File: src/hw/rtl/irs_pkg.sv
// shared constants, types and the catmull-rom weight table of the image rescaler
// no dependencies
package irs_pkg;

  localparam int MAX_SRC_W  = 256;
  localparam int MAX_SRC_H  = 256;
  localparam int FRAC_W     = 8;
  localparam int FRAC_SCALE = 1 << FRAC_W;

  localparam int XW    = $clog2(MAX_SRC_W);
  localparam int YW    = $clog2(MAX_SRC_H);
  localparam int AW    = XW + YW;
  localparam int DEPTH = 1 << AW;

  localparam int COORD_W = 12;
  localparam int SRC_N_W = 9;
  localparam int DST_N_W = 13;
  localparam int PIX_W   = 32;
  localparam int CFG_A_W = 3;
  localparam int CFG_D_W = 13;

  localparam int MUL_W = COORD_W + SRC_N_W;
  localparam int NUM_W = MUL_W + FRAC_W;
  localparam int IX_W  = NUM_W - FRAC_W;
  localparam int SX_W  = IX_W + 2;

  localparam int W_W   = FRAC_W + 2;
  localparam int R_W   = W_W + 8 + 2;
  localparam int ACC_W = W_W + R_W + 2;

  typedef enum logic [CFG_A_W-1:0] {
    CFG_SRC_W  = 3'd0,
    CFG_SRC_H  = 3'd1,
    CFG_DST_W  = 3'd2,
    CFG_DST_H  = 3'd3,
    CFG_METHOD = 3'd4
  } cfg_idx_e;

  typedef enum logic [1:0] {
    M_NEAREST  = 2'd0,
    M_BILINEAR = 2'd1,
    M_BICUBIC  = 2'd2
  } method_e;

  typedef enum logic {
    OP_WRITE   = 1'b0,
    OP_COMPUTE = 1'b1
  } opcode_e;

  typedef enum logic [2:0] {
    ST_IDLE,
    ST_DIV,
    ST_FETCH,
    ST_DRAIN,
    ST_FINISH
  } state_e;

  typedef logic [FRAC_SCALE-1:0][3:0][W_W-1:0] cr_tab_t;

  function automatic cr_tab_t cr_build();
    cr_tab_t tab;
    longint s, t, u, w0, w1, w2, w3;
    s = longint'(1) << FRAC_W;
    for (int ti = 0; ti < FRAC_SCALE; ti++) begin
      t  = longint'(ti);
      u  = s - t;
      w0 = -((t * u * u + s * s) >>> (2 * FRAC_W + 1));
      w3 = -((t * t * u + s * s) >>> (2 * FRAC_W + 1));
      w2 = (t * (s * s + 4 * t * s - 3 * t * t) + s * s) >>> (2 * FRAC_W + 1);
      w1 = s - w0 - w2 - w3;
      tab[ti][0] = W_W'(w0);
      tab[ti][1] = W_W'(w1);
      tab[ti][2] = W_W'(w2);
      tab[ti][3] = W_W'(w3);
    end
    return tab;
  endfunction

  localparam cr_tab_t CR_TAB = cr_build();

endpackage

File: src/hw/rtl/irs_div.sv
// restoring divider, one quotient bit per cycle, maps a coordinate to source position
// depends on irs_pkg
module irs_div (
  input  logic                          clk_i,
  input  logic                          rst_ni,
  input  logic                          start_i,
  input  logic [irs_pkg::NUM_W-1:0]     num_i,
  input  logic [irs_pkg::DST_N_W-1:0]   den_i,
  output logic [irs_pkg::NUM_W-1:0]     quot_o,
  output logic                          done_o
);
  import irs_pkg::*;

  localparam int CNT_W = $clog2(NUM_W + 1);

  logic [DST_N_W-1:0] den_q;
  logic [DST_N_W-1:0] rem_q, rem_d;
  logic [NUM_W-1:0]   quo_q, quo_d;
  logic [CNT_W-1:0]   cnt_q;
  logic               busy_q, done_q;
  logic [DST_N_W:0]   trial;
  logic               ge;

  always_comb begin
    trial = {rem_q, quo_q[NUM_W-1]};
    ge    = trial >= {1'b0, den_q};
    rem_d = ge ? DST_N_W'(trial - {1'b0, den_q}) : trial[DST_N_W-1:0];
    quo_d = {quo_q[NUM_W-2:0], ge};
  end

  always_ff @(posedge clk_i or negedge rst_ni) begin
    if (!rst_ni) begin
      busy_q <= 1'b0;
      done_q <= 1'b0;
      cnt_q  <= '0;
    end else begin
      done_q <= busy_q && (cnt_q == CNT_W'(1));
      if (start_i) begin
        busy_q <= 1'b1;
        cnt_q  <= CNT_W'(NUM_W);
      end else if (busy_q) begin
        busy_q <= cnt_q != CNT_W'(1);
        cnt_q  <= cnt_q - CNT_W'(1);
      end
    end
  end

  always_ff @(posedge clk_i) begin
    if (start_i) begin
      den_q <= den_i;
      rem_q <= '0;
      quo_q <= num_i;
    end else if (busy_q) begin
      rem_q <= rem_d;
      quo_q <= quo_d;
    end
  end

  assign quot_o = quo_q;
  assign done_o = done_q;

endmodule

File: config.mk
export PLATFORM = sky130hd
export DESIGN_NAME = irs_div
export DESIGN_NICKNAME = d
export VERILOG_FILES = /design/src/hw/rtl/irs_pkg.sv /design/src/hw/rtl/irs_div.sv
export SDC_FILE = /design/constraint.sdc
export NUM_CORES = 1
export LEC_CHECK = 0
export ABC_AREA = 1
export BUFFER_PORTS_ARGS = -buffer_cell sky130_fd_sc_hd__buf_2
export CAP_MARGIN = 15
export CORE_ASPECT_RATIO = 1.4
export CORE_MARGIN = 1
export CORE_UTILIZATION = 49
export CTS_CLUSTER_DIAMETER = 120
export DETAILED_ROUTE_END_ITERATION = 7
export PLACE_DENSITY = 0.85
export SLEW_MARGIN = 20
export SYNTH_ARGS = -nofsm -noshare
export SYNTH_HDL_FRONTEND = slang
export SYNTH_SLANG_ARGS = --single-unit
File: constraint.sdc
create_clock -name clk_i -period 1.78 [get_ports clk_i]
set_input_delay 0.356 -clock clk_i [delete_from_list [all_inputs] [get_ports clk_i]]
set_output_delay 0.356 -clock clk_i [all_outputs]
set_load 0.005 [all_outputs]
==> impl_metrics.ini, run 1 <==
[outcome]
status = finished, violations left
violations = setup timing

[final_layout]
nets = 602
drive_above_1_share_pct = 34.2
syn2layout_area_growth_pct = 34.0
antenna_cells = 0
finalNonFillerCells = 641

[sta]
setup_slack_ns = -0.322
clock.fmax_mhz = 476
relSlewSlack_pct = 71.8
setup_tns_ns = -1.70
skew_ns = 0.00863
min_period_ns = 2.10
slew_viol_final = 0
setup_violations = 14
fin_crit_sh_pct = 118
worst_pin_slew_ns = 0.421
hold_violations = 0
rsz0062_at_grt = true

[cts]
clkTransAtPathRegs_ns = 0.07
clk_latency_ns = 0.35
htreeDepth = 3
cts_tree = yes
cts_root_buf = clkbuf_8
clk_path_buf_depth = 2
cts.sinks = 62
cts_inserted_buffers = 9

[logic_synthesis]
ys_async_sr_fraction_pct = 11.3
synth_ff_type = edfxtp_1
ys_warn_count = 0
synth_top_area_share_pct = 36.1
synth_area_per_cell_um2 = 7.90
yosysTopAreaCell = edfxtp_1
synth_nets = 503
ys_types = 28
ys_seq_area_share_pct = 48.6
syn_inst = 442
ys_seq_elements = 62
synth_edf_count = 42
synthTopCellsByArea = edfxtp_1, nand2_1, dfxtp_1
synth_area_um2 = 3490

[detailed_routing]
ant_nets = 0
routed_wirelength_mm = 10.0
drt_pre_antenna_iters = 7
via_per_inst = 5.35
vias = 3429
drc = 0
initialDrtViolationCount = 310
wire_per_inst_um = 15.7

[global_routing]
grt-ovfl-total = 0
grt_util_all_layers_pct = 25.0
antenna_found_initial = 0
grt_first_pass_wirelength_mm = 14.0
grt_pass1_vias = 3225
grt_max_degree = 31

[critical_path]
critPathKind = flop to flop
cp-start-kind = flop
crit_top_cell = nand2_1
critPathArrivalTime_ns = 2.34
cp_max_fo = 3
cpPeakStageDelay_ns = 0.43
cp_data_required_time_ns = 2.02
worstSetupEndpointType = flop
crit_chain = ha_4 -> fa_2 -> inv_2 -> nand3_2 -> nand3_2 -> nand2_1 -> nand2_1 -> xor2_1 -> nand2_1 -> nand3_2 -> nand2_1
cpMaxStageDelayCell = edfxtp_1

[placement]
post-dp-hpwl_mm = 6.04
dp_cells = 614
portBuffers = 74
place_congestion = 0.962

[power]
peakVddDrop_uv = 806
power.density_nw_per_um2 = 1260
p_leak_nw = 2.42

[floorplanning]
row_count = 36
fp.dieArea_um2 = 7470
dieHeight_um = 102
io_pins = 75
start_util_pct = 50.3
die_x_um = 73.3
core_um2 = 6940

[job]
cap_viol_max_count = 0

[min_path]
hold_path.class = input pin to flop
cell usage after synthesis, types with 3 or more instances:
| master | number |
|---|---|
| nand2_1 | 187 |
| inv_1 | 66 |
| edfxtp_1 | 42 |
| nand3_1 | 28 |
| nand4_1 | 16 |
| ha_1 | 15 |
| nor2_1 | 14 |
| dfxtp_1 | 13 |
| clkbuf_1 | 8 |
| dfrtp_1 | 7 |
| inv_2 | 7 |
| a21oi_1 | 5 |
| o21ai_0 | 5 |
| buf_2 | 4 |
| nand2_2 | 4 |
| nor2_2 | 4 |
| xor2_1 | 4 |
| xnor2_1 | 3 |
cell type report:
cell class / count / area, µm²
clock inverters: 6 / 61.3
repair buffers: 100 / 641
multi-input cells: 295 / 1740
flip-flops and latches: 62 / 1700
clock buffers: 10 / 138
inverters: 73 / 277
well taps: 95 / 119
fillers: 508 / 2260
flip-flops by register name (all words and copies together) (netlist names):
| register | flops |
|---|---|
| busy_q | 1 |
| den_q | 13 |
| done_o | 1 |
| quot_o | 29 |
| rem_q | 13 |
| cnt_q | 5 |
worst max-delay path: cells and delay by family (launching register included):
| kind | cells | cell delay, ns |
|---|---|---|
| buf+inv | 1 | 0.11 |
| flops | 1 | 0.43 |
| fa+ha+maj | 2 | 0.59 |
| simple gates | 7 | 0.64 |
| xor+xnor | 1 | 0.21 |
what timing repair did:
item                                   4_1_cts  5_1_grt
endpoints found under the hold margin        7        0
resized for setup                           15       53
setup buffers                                0        7
pin swaps                                    2       35
gates cloned                                 2        1
hold buffers                                 1        0
setup endpoints to repair                   14       14
layout by cell type, fill, tap and decap left out, types with 14 or more instances in the layout:
master / synthesis / final
buf_4: 0 / 15
edfxtp_1: 42 / 42
nand2_2: 4 / 16
buf_2: 4 / 74
inv_2: 7 / 14
inv_1: 66 / 58
nand4_1: 16 / 16
nand3_2: 1 / 15
nand2_1: 187 / 174
final timing paths:
kind / slack, ns / from / depth (start not counted) / end
min in group asynchronous: 0.38 / rst_ni / 2 / cnt_q[1]
worst min register to register: 0.50 / rem_q[4] / 2 / rem_q[4]
worst max register to register: -0.32 / den_q[0] / 11 / rem_q[8]
worst max-delay path: -0.32 / den_q[0] / 11 / rem_q[8]
worst min-delay path: 0.18 / den_i[7] / 1 / den_q[7]
max in group asynchronous: 1.23 / rst_ni / 2 / cnt_q[2]
metal layers:
| metal | vias to the layer above | share of wire (%) | GRT usage [%] |
|---|---|---|---|
| li1 | 1589 | - | - |
| met4 | 0 | 6.1 | 15.8 |
| met1 | 1560 | 36 | 27.4 |
| met2 | 216 | 51 | 42.6 |
| met3 | 64 | 7.5 | 6.41 |
| met5 | - | 0 | 0 |
through the flow:
step	hold slack [ns]	instance area [µm²]	setup WS [ns]	power, W	util [%]
after CTS	0.163	4370	0.000173	0.00518	62.9
after floorplan	0.0604	3490	0.0398	0.00328	-
after detailed placement	0.204	4060	-0.0541	0.00379	58.5
after global placement	0.190	4060	0.00551	0.00374	58.5
after global routing	0.169	4680	-0.326	0.00621	67.4
final	0.179	4680	-0.322	0.00590	67.4
cell families after synthesis:
logic type,count (synthesis),synth area share (%)
adder cells (fa/ha/maj),16,5.95
buffers and inverters,86,9.72
flip-flops,62,48.6
XOR/XNOR,7,1.76
AO/OA/AOI/OAI,12,2.08
AND/OR/NAND/NOR,259,31.9
power by group:
| group | leakage, nW | internal [W] | switching [W] | total [W] |
|---|---|---|---|---|
| clock network | 0.102 | 0.000678 | 0.000559 | 0.00124 |
| logic | 1.69 | 0.00111 | 0.00160 | 0.00271 |
| registers | 0.628 | 0.00176 | 0.000185 | 0.00195 |
Power figures use the tool's default switching activity.
==> run 2, diff against run 1 <==
Settings changed: PLACE_DENSITY 0.85 to 0.76.
==> run 2 against run 1 <==
Net effect:
- utilization shrank 0.23 points
- register-to-register slack better by 0.32 ns
- critical endpoint is now rem_q[2]
- clock-buffer cell count unchanged
- cell count is 0.94% higher
- sequential power hardly changed
- non-clock buffer count rose by 6
- highest routed layer unchanged
- wire length shrank 10%
- the flow still finishes with violations (setup timing)
- total power down 2.8%
==> impl_metrics.ini, run 2 (synthesis results as in run 1) <==
[outcome]
status = finished, violations left
violations = setup timing

[sta]
setup_slack_ns = -0.00605
min_period_ns = 1.79
hold_violations = 0
fin_crit_sh_pct = 100
rsz0062_at_grt = true
setup_tns_ns = -0.0121
setup_violations = 5
clock.fmax_mhz = 560
skew_ns = 0.0112
relSlewSlack_pct = 77.1
worst_pin_slew_ns = 0.344
slew_viol_final = 0
hold-worst-slack_ns = 0.181

[final_layout]
antenna_cells = 0
design_area_um2 = 4660
mostFrequentLayoutCell = nand2_1
finalNonFillerCells = 647
layout_common_cells = nand2_1, buf_2, inv_1
nets = 608
largest_reg_flops = 29
syn2layout_area_growth_pct = 33.5
drive_above_1_share_pct = 34.6

[power]
p_leak_nw = 2.42
p_clk_share_pct = 21.3
peakVddDrop_uv = 644
p_sw_share_pct = 37.5
power.density_nw_per_um2 = 1230
power_switching_w = 0.00215
power.total_w = 0.00574
internal_power_w = 0.00358
p_seq_share_pct = 33.9
combPwrFrac_pct = 44.8

[detailed_routing]
routed_wirelength_mm = 8.99
via_per_inst = 5.16
wire_per_inst_um = 13.9
ant_nets = 0
drt_pre_antenna_iters = 4
vias = 3339
drc = 0
initialDrtViolationCount = 255

[global_routing]
antenna_found_initial = 0
grt_pass1_vias = 3253
grt_max_degree = 35
grt-ovfl-total = 0
grt_first_pass_wirelength_mm = 14.2
grt_util_all_layers_pct = 24.9

[placement]
place_congestion = 0.982
post-dp-hpwl_mm = 5.83
portBuffers = 74
dp_cells = 622
dpl-instance-area_um2 = 4120

[cts]
clkTransAtPathRegs_ns = 0.08
clk_path_buf_depth = 2
cts_inserted_buffers = 9
cts.sinks = 62
cts_tree = yes
clk_latency_ns = 0.34
htreeDepth = 3
cts_root_buf = clkbuf_8

[floorplanning]
core_um2 = 6940
row_count = 36
dieHeight_um = 102
fp.dieArea_um2 = 7470
start_util_pct = 50.3
die_x_um = 73.3
io_pins = 75

[critical_path]
critPathArrivalTime_ns = 2.06
worstSetupEndpointType = flop
reg2reg_depth = 12
cp_max_fo = 8
rr_endpoint = rem_q[2]
critPathKind = flop to flop
r2r-start = den_q[11]
cp-start-kind = flop
rrSetupSlack_ns = -0.006
cp_data_required_time_ns = 2.05

[min_path]
whs_path_depth = 1
hold_path.class = input pin to flop
hold_path_end = den_q[9]
min-delay-start = den_i[9]

[job]
cap_viol_max_count = 0
## run 2: changes by cell type in the layout (fill, tap and decap cells not counted), moves of 2 or more
cell,previous run,this run
nand3_1,13,24
nand3_2,15,5
ha_2,2,0
nand2_2,16,24
inv_2,14,19
nand2_1,174,167
buf_4,15,21
inv_1,58,54
clkinvlp_4,1,3
ha_4,8,10
## run 2: cell type report
cell class | instances | area (µm²)
multi-input cells | 295 | 1690
fillers | 546 | 2280
clock buffers | 10 | 128
repair buffers | 106 | 688
clock inverters | 6 | 62.6
flip-flops and latches | 62 | 1700
inverters | 73 | 274
well taps | 95 | 119
## run 2: per-stage QoR
step           util [%]  setup WS (ns)
3_3_place_gp       59.4        0.00568
4_1_cts            64.1       -0.00247
6_report           67.2       -0.00605
5_1_grt            67.2         -0.110
2_1_floorplan         -         0.0398
3_5_place_dp       59.4        -0.0541
## run 2: worst max-delay path: stages, from the launching register on
cell and delay [ns]:
edfxtp_1 0.38, inv_2 0.08, ha_4 0.21, nand2_2 0.07, inv_2 0.05, nand2_2 0.10, inv_2 0.05, a21oi_4 0.19
buf_6 0.15, nand3_4 0.15, nand2_2 0.11, nand2_2 0.04, o21ai_1 0.11
## run 2: power groups by stage
| stage | sequential (W) | combinational, W | clock, W |
|---|---|---|---|
| 3_5_place_dp | 0.00192 | 0.00195 | 0 |
| 6_report | 0.00194 | 0.00257 | 0.00122 |
| 5_1_grt | 0.00197 | 0.00281 | 0.00129 |
| 2_1_floorplan | 0.00190 | 0.00138 | 0 |
| 4_1_cts | 0.00190 | 0.00224 | 0.00124 |
| 3_3_place_gp | 0.00192 | 0.00191 | 0 |
## run 2: metal layers
layer	wire length [µm]	vias up	global-route usage [%]
met1	3580	1543	28.1
li1	-	1600	-
met5	0	-	0
met3	603	32	5.42
met4	318	0	14.6
met2	4490	164	42.8
## run 2: how the worst max path moves through the flow
| stage | start | endpoint |
|---|---|---|
| 6_report | den_q[11] | rem_q[2] |
| 5_1_grt | den_q[0] | rem_q[4] |
| 4_1_cts | den_q[8] | rem_q[1] |
| 3_5_place_dp | quot_o[28] | rem_q[12] |
| 3_3_place_gp | den_q[9] | rem_q[8] |
| 2_1_floorplan | quot_o[28] | rem_q[11] |
## run 2: repair_timing
action	CTS	global route
pin swaps	3	15
setup endpoints to repair	14	14
setup buffers	4	1
gates cloned	3	0
resized for setup	14	51
endpoints found under the hold margin	7	0
hold buffers	1	0
